===== config.mk =====
export PLATFORM = sky130hd
export DESIGN_NAME = rct_ctrl
export DESIGN_NICKNAME = d
export VERILOG_FILES = /design/src/rct_pkg.sv /design/src/rct_ctrl.sv
export SDC_FILE = /design/constraint.sdc
export NUM_CORES = 1
export LEC_CHECK = 0
export BUFFER_PORTS_ARGS = -buffer_cell sky130_fd_sc_hd__buf_2
export CORE_AREA = 2 2 39 41
export CTS_CLUSTER_SIZE = 20
export DETAILED_ROUTE_END_ITERATION = 6
export DIE_AREA = 0 0 41 43
export PLACE_DENSITY = 0.51
export SLEW_MARGIN = 20
export SYNTH_ARGS = -nofsm -noshare
export SYNTH_HDL_FRONTEND = slang
export SYNTH_SLANG_ARGS = --single-unit

===== constraint.sdc =====
create_clock -name clk_i -period 1.5 [get_ports clk_i]
set_input_delay 0.075 -clock clk_i [delete_from_list [all_inputs] [get_ports clk_i]]
set_output_delay 0.075 -clock clk_i [all_outputs]
set_load 0.01 [all_outputs]

===== src/rct_pkg.sv =====
// Shared widths and controller/datapath handshake types for the run count tracker.
package rct_pkg;

  localparam int unsigned LenW   = 11;
  localparam int unsigned PosW   = 10;
  localparam int unsigned CountW = 11;

  typedef struct packed {
    logic clr_wr;      // write zero at the clear pointer, advance it
    logic cap_item;    // accept beat: latch item, read left and old value
    logic rd_right;    // latch left/old data, read right neighbour
    logic commit;      // write value, update count, load result
    logic sweep_init;  // restart recount
    logic sweep_step;  // read next neighbour pair of the recount
  } ctrl_cmd_t;

  typedef struct packed {
    logic clr_last;    // clear pointer at last entry
    logic sweep_more;  // recount has another pair to read
    logic out_free;    // result register can take a new beat
  } dp_status_t;

endpackage


===== src/rct_ctrl.sv =====
// Controller: clearing pass, recount sweep and the three-step update sequence.
module rct_ctrl import rct_pkg::*; (
  input  logic       clk_i,
  input  logic       rst_ni,
  input  logic       cfg_we_i,
  input  logic       in_valid_i,
  output logic       in_ready_o,
  input  dp_status_t status_i,
  output ctrl_cmd_t  cmd_o
);

  localparam logic [2:0] S_CLEAR  = 3'd0;
  localparam logic [2:0] S_IDLE   = 3'd1;
  localparam logic [2:0] S_READ   = 3'd2;
  localparam logic [2:0] S_UPDATE = 3'd3;
  localparam logic [2:0] S_INIT   = 3'd4;
  localparam logic [2:0] S_SWEEP  = 3'd5;

  logic [2:0] state_q, state_d;
  logic       pend_q, pend_d;

  // length writes may land at any time; a pending one restarts the recount
  assign pend_d     = cfg_we_i | (pend_q & (state_q != S_INIT));
  assign in_ready_o = (state_q == S_IDLE) & ~pend_q;

  always_comb begin
    state_d = state_q;
    cmd_o   = '0;
    unique case (state_q)
      S_CLEAR: begin
        cmd_o.clr_wr = 1'b1;
        if (status_i.clr_last) begin
          state_d = S_IDLE;
        end
      end
      S_IDLE: begin
        if (pend_q) begin
          state_d = S_INIT;
        end else if (in_valid_i) begin
          cmd_o.cap_item = 1'b1;
          state_d        = S_READ;
        end
      end
      S_READ: begin
        cmd_o.rd_right = 1'b1;
        state_d        = S_UPDATE;
      end
      S_UPDATE: begin
        if (status_i.out_free) begin
          cmd_o.commit = 1'b1;
          state_d      = S_IDLE;
        end
      end
      S_INIT: begin
        cmd_o.sweep_init = 1'b1;
        state_d          = S_SWEEP;
      end
      S_SWEEP: begin
        if (pend_q) begin
          state_d = S_INIT;
        end else begin
          cmd_o.sweep_step = 1'b1;
          if (!status_i.sweep_more) begin
            state_d = S_IDLE;
          end
        end
      end
      default: begin
        state_d = S_IDLE;
      end
    endcase
  end

  always_ff @(posedge clk_i or negedge rst_ni) begin
    if (!rst_ni) begin
      state_q <= S_CLEAR;
      pend_q  <= 1'b0;
    end else begin
      state_q <= state_d;
      pend_q  <= pend_d;
    end
  end

endmodule


After elaboration in Yosys (flattened, before gate mapping)
Index checks and enable logic that the tools add are counted.
{"block": "totals", "mem_bits_rw": 0, "reg_bits": 4, "latchBits": 0, "out_inout_bits": 7, "mem_count": 0, "rom_bits": 0}
{"block": "classes", "addsub": 0, "reduce_logical": 2, "eq_ne": 10, "div_mod_pow": 0, "magnitude_cmp": 0, "bitwise": 4, "n_shift": 0, "multipliers": 0, "n_mux": 17}
{"cell": "$mux 3", "count": 6}
{"cell": "$pmux 3 s6", "count": 1}
{"cell": "$mux 1", "count": 10}
{"cell": "$ne 3x3->1 const B", "count": 3}
{"cell": "$eq 3x2->1 const B", "count": 2}
{"cell": "$eq 3x3->1 const B", "count": 2}
{"cell": "$ne 2x2->1 const B", "count": 2}
{"cell": "$reduce_and 4->1", "count": 1}
{"cell": "$eq 3x1->1 const B", "count": 1}
{"cell": "$logic_not 3->1", "count": 1}
{"cell": "$and 1x1->1", "count": 2}
{"cell": "$not 1->1", "count": 1}
{"cell": "$or 1x1->1", "count": 1}

Depth between registers and ports, before layout
Gate-level depths: netlist (run 1).
{"block": "depth", "word_depth": 3, "depth_mapped": 4, "mapped_depth_nobuf": 3}

Worst setup path after synthesis (run 1)
Ideal clock, no wire load.
{"block": "synth_path", "path_kind": "reg-to-reg", "start": "register state_q[2]", "end": "register state_q[1]", "period_less_slack_ns": 1.136, "required_ns": 1.436, "arrival_ns": 1.072, "stages_incl_launch_ff": 4, "n_path_buf": 0, "path_slack_ns": 0.364, "cell_sequence": "dfrtp_1 -> nor4b_4 -> and2_4 -> or2_1"}
{"block": "synth_between", "elab_chain_cells": 3, "elab_cells_between_ends": 12, "cone_classes": "eq/ne: 9; mux: 1; reduce/logical: 2"}
{"element": "start, declared", "line_no": "rct_ctrl.sv:19", "rtl": "logic [2:0] state_q, state_d;"}
{"element": "start signal, assigned", "line_no": "rct_ctrl.sv:79", "rtl": "state_q <= state_d;"}
{"element": "$eq 3x3->1 (tied with other cells)", "line_no": "rct_ctrl.sv:29", "rtl": "unique case (state_q)"}
{"element": "$ne 3x3->1 (no source line) or $ne 2x2->1 (tied branches)"}
{"element": "$reduce_and 4->1 (no source line)"}
Several ways; a longest one is shown, not always the timed one.
A chain may end at the register's enable or synchronous reset.

==> results.yml, run 1 <==
hold_path:
  hold_path_class: "in2reg"
placement:
  dp_hpwl_um: 435
  place.gp.congestion: 0.729
  port_buffers: 13
final_layout:
  fin_util_pct: 25.3
  fillers: 157
  nets: 52
  final_cell_mix: "buf_2 (13), nor2_1 (4), dfrtp_1 (4)"
  layout_commonest_cell: "buf_2"
  n_antenna_cell: 0
  syn2layout_area_growth_pct: 40.7
  drive_gt1_share_pct: 41.9
floorplanning:
  die_x_um: 41
  num_rows: 14
  start_util_pct: 18.0
  ioPinCount: 14
  die_h_um: 43
  coreArea_sq_um: 1380
  dieArea_sq_um: 1760
critical_path:
  cp_max_fo: 10
  startpoint_type: "flip-flop"
  r2r_slack_ps: 360
  max_stage_delay_ps: 500
  criticalPathCategory: "reg2out"
  arrival_ps: 1300
  cp.required_ps: 1420
  endpoint_kind: "output pin"
  slowest_stage: "dfrtp_1"
  cp_cell_sequence: "nor4b_4 > and2_4 > buf_2"
logic_synthesis:
  syn_area_sq_um: 249
  synth_warnings: 0
  avgSynthCellArea_sq_um: 8.89
  ys_seq_area_share_pct: 40.2
  synthCells: 28
  synth_cell_types: 16
  ys_seq_elements: 4
  syn_nets: 35
pwr:
  irDropWorstVdd_mv: 0.535
  fin_total_pwr_mw: 0.571
  leakagePower_nw: 0.187
  powerDensity_nw_per_um2: 1630
sta:
  rsz0062_at_grt: "no"
  tightest_slew_ps: 298
  hold_violations: 0
  setup_violations: 0
  maxSlewViolCount: 0
  fin_skew_ps: 6.80
  hold_slack_ps: 43.9
  tns_ps: 0
  finalCritPeriodShare_pct: 91.5
  finalCriticalPeriod_ps: 1370
  slew_headroom_pct: 80.2
  max_freq_ghz: 0.728
clocking:
  insertion_delay_ps: 230
  cts_buffer_depth: 2
  post_cts_buffers: 0
  cts_htree_levels: 1
  postCtsHoldBufs: 1
  cts_tree: "done"
  cts_made_buffers: 3
  clk_pin_slew_ps: 40
  cts.repair.resized: 0
  cts_sinks: 4
  root_buffer: "clkbuf_4"
drt:
  drc: 0
  postRouteAntennaNets: 0
  vias: 236
  firstDrtPassIters: 4
  first_iter_violations: 1
  wirelength_um: 548
  wire_per_inst_um: 9.29
  vias_per_cell: 4.00
global_routing:
  grt_pass1_vias: 218
  grt_max_degree: 11
  antenna_found_initial: 0
  grt_overflow: 0
  grt_pass1_wl_um: 903
  grt_use_total_pct: 8.36
status:
  status: "finished clean"
run:
  cap_violations: 0
==> per-stage QoR <==
stage	cells	instance area, sq um	setup slack, ps
floorplan	28	249	364
global placement	55	318	394
detailed placement	55	318	369
CTS	59	350	130
global route	59	350	41.8
finish	59	350	127
==> Yosys cell counts <==
cell type / number / share of area, %
o21ai_0: 2 / 4.0
nand2_1: 3 / 4.5
a21oi_1: 3 / 6.0
or2_1: 1 / 2.5
buf_6: 1 / 4.5
o21bai_1: 1 / 3.0
nor2_1: 4 / 6.0
nor4b_1: 1 / 3.5
nor3b_1: 1 / 3.0
nor4b_4: 1 / 9.5
and2_4: 1 / 3.5
dfrtp_1: 4 / 40
buf_2: 1 / 2.0
inv_1: 2 / 3.0
nor3_1: 1 / 2.0
nand2b_1: 1 / 2.5
==> logic make-up after synthesis <==
group / count (synthesis) / synth area share [%]
flops: 4 / 40.2
compound gates: 6 / 13.1
buf+inv: 4 / 9.55
simple gates: 14 / 37.2
==> worst paths after layout <==
path	cells after the start	from	to
max in group asynchronous	2	rst_ni	pend_q
min in group asynchronous	2	rst_ni	state_q[0]
setup / recovery	3	state_q[0]	cmd_o[4]
hold / removal	2	cfg_we_i	pend_q
setup reg to reg	3	state_q[0]	state_q[1]
hold reg to reg	2	pend_q	pend_q
==> routing by layer <==
layer,vias to the layer above,share of wire [%],global-route usage [%]
li1,125,-,-
met1,101,46,9.74
met2,10,48,10.0
met3,0,6.6,4.71
met4,0,0,8.00
met5,-,0,0
==> worst max-delay path, delay by kind of cell (launching register included) <==
family                 cells  cell delay [ps]
buffers and inverters      1              120
DFF                        1              500
and+or+nand+nor            2              440
==> state kept, by name, summed over array words and instances, names as in the netlist <==
name and cells:
pend_q 1, state_q 3
==> layout make-up <==
type | count | area [sq um] | area share, %
multi-input cells | 20 | 125 | 35.7
flip-flops and latches | 4 | 100 | 28.6
repair buffers | 14 | 75.1 | 21.4
clock buffers | 3 | 22.5 | 6.43
well taps | 16 | 20.0 | 5.71
inverters | 2 | 7.51 | 2.14
==> power breakdown <==
group	internal, mW	switching (mW)
combinational	0.111	0.0937
clock	0.0894	0.0422
sequential	0.148	0.0873
total	0.348	0.223
(Power assumes the default switching activity.)
==> run 2: changes to the inputs <==
--- a/config.mk
+++ b/config.mk
@@ -5,12 +5,13 @@
 export SDC_FILE = /design/constraint.sdc
 export NUM_CORES = 1
 export LEC_CHECK = 0
+export ABC_CLOCK_PERIOD_IN_PS = 1500
 export BUFFER_PORTS_ARGS = -buffer_cell sky130_fd_sc_hd__buf_2
 export CORE_AREA = 2 2 39 41
 export CTS_CLUSTER_SIZE = 20
 export DETAILED_ROUTE_END_ITERATION = 6
 export DIE_AREA = 0 0 41 43
-export PLACE_DENSITY = 0.51
+export PLACE_DENSITY_LB_ADDON = 0.15
 export SLEW_MARGIN = 20
 export SYNTH_ARGS = -nofsm -noshare
 export SYNTH_HDL_FRONTEND = slang
==> results.yml, run 2 (synthesis results as in run 1) <==
drt:
  wirelength_um: 594
  first_iter_violations: 6
  drc: 0
  vias_per_cell: 4.19
  postRouteAntennaNets: 0
  firstDrtPassIters: 4
  wire_per_inst_um: 10.1
  vias: 247
sta:
  finalCritPeriodShare_pct: 90.5
  fin_skew_ps: 2.34
  max_freq_ghz: 0.737
  rsz0062_at_grt: "no"
  setup_violations: 0
  hold_violations: 0
  slew_headroom_pct: 79.6
  finalWorstSetupSlack_ps: 143
  maxSlewViolCount: 0
  tightest_slew_ps: 305
  finalCriticalPeriod_ps: 1360
  tns_ps: 0
global_routing:
  antenna_found_initial: 0
  grt_pass1_vias: 237
  grt_use_total_pct: 8.26
  grt_max_degree: 11
  gr-usage-met2_pct: 11.6
  grt_util_met3_pct: 4.19
  grt_pass1_wl_um: 890
  grt_overflow: 0
  met1_usage_pct: 8.12
  top_usage_layer: "met2"
final_layout:
  seq_area_sq_um: 101
  n_antenna_cell: 0
  drive_gt1_share_pct: 44.2
  fin_area_sq_um: 352
  layout_commonest_cell: "buf_2"
  syn2layout_area_growth_pct: 41.2
  regMostFlops: "state_q"
  nets: 52
  final_cell_mix: "buf_2 (13), nor2_1 (4)"
  multiInputGateArea_sq_um: 125
  top_regs: "state_q: 3 flops, pend_q: 1 flops"
  fillers: 162
  largest_reg_flops: 3
clocking:
  cts_buffer_depth: 2
  insertion_delay_ps: 240
  cts_htree_levels: 1
  cts_tree: "done"
  cts_sinks: 4
  clk_pin_slew_ps: 40
  root_buffer: "clkbuf_4"
  cts_made_buffers: 3
critical_path:
  startpoint: "state_q[2]"
  reg2reg_to: "state_q[1]"
  r2r_slack_ps: 370
  worstSetupEndpoint: "cmd_o[4]"
  cp_max_fo: 7
  cp.required_ps: 1420
  crit-reg2reg-launch: "state_q[0]"
  endpoint_kind: "output pin"
  criticalPathCategory: "reg2out"
  startpoint_type: "flip-flop"
  reg2reg_depth: 3
  arrival_ps: 1280
placement:
  port_buffers: 13
  place.gp.congestion: 0.653
  pre_cts_ws_ps: 338
  postPlaceCellArea_sq_um: 318
  dp_hpwl_um: 464
pwr:
  powerDensity_nw_per_um2: 1660
  irDropWorstVdd_mv: 0.440
  leakagePower_nw: 0.186
status:
  status: "finished clean"
floorplanning:
  coreArea_sq_um: 1380
  die_x_um: 41
  ioPinCount: 14
  start_util_pct: 18.0
  dieArea_sq_um: 1760
  die_h_um: 43
  num_rows: 14
hold_path:
  holdCritStartpoint: "cfg_we_i"
  hold_path_class: "in2reg"
run:
  cap_violations: 0
[run 2: changes by cell type in the layout (fill, tap and decap cells not counted)]
| cell | change |
|---|---|
| dfrtp_1 | -1 |
| dfrtp_2 | +1 |
[run 2: metrics by stage]
stage | std cells | hold WS [ps] | utilization, % | power, mW
floorplan | 28 | -221 | - | 0.395
detailed placement | 55 | -119 | 23.0 | 0.447
global route | 59 | 49.7 | 25.4 | 0.630
CTS | 59 | 35.5 | 25.3 | 0.588
global placement | 55 | -117 | 23.0 | 0.440
finish | 59 | 38.6 | 25.4 | 0.585
[run 2: cell type report]
class	count	area share (%)
multi-input combinational	20	35.6
sequential	4	28.8
timing repair buffer	14	21.4
clock buffer	3	6.41
tap	16	5.69
inverter	2	2.14
[run 2: critical path, stage by stage, from the launching register on]
cell and delay (ps):
dfrtp_1 450, nor4b_4 310, and2_4 170, buf_2 120
[run 2: per-layer routing]
layer	vias to the layer above	part of all wire, %
met1	112	38
met2	11	51
met5	-	0
met4	0	3.2
li1	122	-
met3	2	7.7
[run 2: how the worst min path moves through the flow]
| stage | depth (start not counted) | end |
|---|---|---|
| floorplan | 0 | pend_q |
| global placement | 1 | pend_q |
| detailed placement | 1 | state_q[1] |
| CTS | 2 | pend_q |
| global route | 2 | pend_q |
| finish | 2 | pend_q |
[run 2: where the power goes]
group	total, mW	internal (mW)	switching, mW
Combinational	0.212	0.111	0.101
Clock	0.136	0.0896	0.0460
Sequential	0.238	0.151	0.0863
[run 2: timing repair]
item	in CTS	in global routing
buffers inserted	0	0
hold endpoints to repair	4	0
endpoints found under the setup margin	0	1
gates resized for setup	0	1
hold buffers	1	0
==> run 3: changes to the inputs <==
--- a/config.mk
+++ b/config.mk
@@ -6,11 +6,11 @@
 export NUM_CORES = 1
 export LEC_CHECK = 0
 export ABC_CLOCK_PERIOD_IN_PS = 1500
-export BUFFER_PORTS_ARGS = -buffer_cell sky130_fd_sc_hd__buf_2
 export CORE_AREA = 2 2 39 41
 export CTS_CLUSTER_SIZE = 20
 export DETAILED_ROUTE_END_ITERATION = 6
 export DIE_AREA = 0 0 41 43
+export DONT_BUFFER_PORTS = 1
 export PLACE_DENSITY_LB_ADDON = 0.15
 export SLEW_MARGIN = 20
 export SYNTH_ARGS = -nofsm -noshare
==> results.yml, run 3 (synthesis results as in run 1) <==
global_routing:
  grt_overflow: 0
  grt_use_total_pct: 8.55
  antenna_found_initial: 0
  grt_pass1_vias: 208
  grt_max_degree: 11
  grt_pass1_wl_um: 869
clocking:
  cts_made_buffers: 3
  cts_tree: "done"
  clk_pin_slew_ps: 40
  cts_buffer_depth: 2
  postCtsHoldBufs: 2
  post_cts_buffers: 0
  root_buffer: "clkbuf_4"
  insertion_delay_ps: 230
  cts_htree_levels: 1
  cts.repair.resized: 0
  cts_sinks: 4
sta:
  tightest_slew_ps: 361
  slew_headroom_pct: 75.7
  finalWorstSetupSlack_ps: 136
  hold_slack_ps: 46.9
  finalCriticalPeriod_ps: 1360
  fin_skew_ps: 1.29
  tns_ps: 0
  max_freq_ghz: 0.733
  rsz0062_at_grt: "no"
  maxSlewViolCount: 0
  hold_violations: 0
  finalCritPeriodShare_pct: 90.9
  setup_violations: 0
final_layout:
  fillers: 163
  fin_area_sq_um: 310
  final_cells: 49
  nets: 42
  top_regs: "state_q: 3 flops, pend_q: 1 flops"
  final_cell_mix: "nor2_1 (4), dfrtp_1 (4), nand2_1 (3), a21oi_1 (3), clkbuf_4 (3)"
  fin_util_pct: 22.4
  syn2layout_area_growth_pct: 24.6
  drive_gt1_share_pct: 21.2
  largest_reg_flops: 3
  n_antenna_cell: 0
  regMostFlops: "state_q"
drt:
  first_iter_violations: 4
  wire_per_inst_um: 11.0
  wirelength_um: 538
  drc: 0
  vias_per_cell: 4.39
  firstDrtPassIters: 4
  postRouteAntennaNets: 0
  vias: 215
critical_path:
  startpoint: "state_q[2]"
  criticalPathCategory: "reg2out"
  cp_max_fo: 7
  crit-reg2reg-launch: "state_q[2]"
  cp_num_buf_inv: 0
  cp.required_ps: 1420
  arrival_ps: 1290
  slowest_stage: "dfrtp_1"
  cp_cell_sequence: "nor4b_4 > and2_4"
  startpoint_type: "flip-flop"
  max_stage_delay_ps: 450
  crit_family: "simple AND/OR/NAND/NOR gates"
  endpoint_kind: "output pin"
status:
  status: "finished clean"
pwr:
  powerDensity_nw_per_um2: 1820
  fin_total_pwr_mw: 0.566
  irDropWorstVdd_mv: 0.515
  leakagePower_nw: 0.141
placement:
  postPlaceCellArea_sq_um: 268
  port_buffers: 0
  place.gp.congestion: 0.679
  dp_cells: 44
  pre_cts_ws_ps: 285
  dp_hpwl_um: 423
floorplanning:
  start_util_pct: 18.0
  die_x_um: 41
  die_h_um: 43
  coreArea_sq_um: 1380
  dieArea_sq_um: 1760
  ioPinCount: 14
  num_rows: 14
hold_path:
  hold_path_class: "in2reg"
  holdCritStartpoint: "in_valid_i"
run:
  cap_violations: 0
-- run 3: path summary, 6_finish.rpt --
path | to | slack, ps | depth (start not counted)
setup / recovery | cmd_o[4] | 140 | 2
hold / removal | state_q[0] | 50 | 3
setup reg to reg | state_q[1] | 280 | 3
hold reg to reg | state_q[2] | 620 | 1
max in group asynchronous | state_q[2] | 1200 | 1
min in group asynchronous | state_q[0] | 130 | 1
-- run 3: layer usage --
layer | global-route usage, % | part of all wire, %
met5 | 0 | 0
met4 | 12.0 | 4.8
met3 | 5.76 | 8.2
met2 | 9.69 | 46
met1 | 8.09 | 41
-- run 3: power breakdown --
group / switching [mW] / internal (mW)
Clock: 0.0401 / 0.0892
Sequential: 0.0864 / 0.148
Combinational: 0.0937 / 0.108
Total: 0.220 / 0.345
-- run 3: worst reg2reg max path, cell delays in order (launching register included) --
cell and delay (ps):
dfrtp_1 450, nor4b_4 390, and2_4 220, or2_1 100
-- run 3: layout make-up --
| cell class | count | area [sq um] | area share [%] |
|---|---|---|---|
| Clock buffer | 3 | 22.5 | 7.26 |
| Inverter | 2 | 7.51 | 2.42 |
| Multi-Input combinational cell | 20 | 125 | 40.3 |
| Sequential cell | 4 | 100 | 32.3 |
| Tap cell | 16 | 20.0 | 6.45 |
| Timing Repair Buffer | 4 | 35.0 | 11.3 |
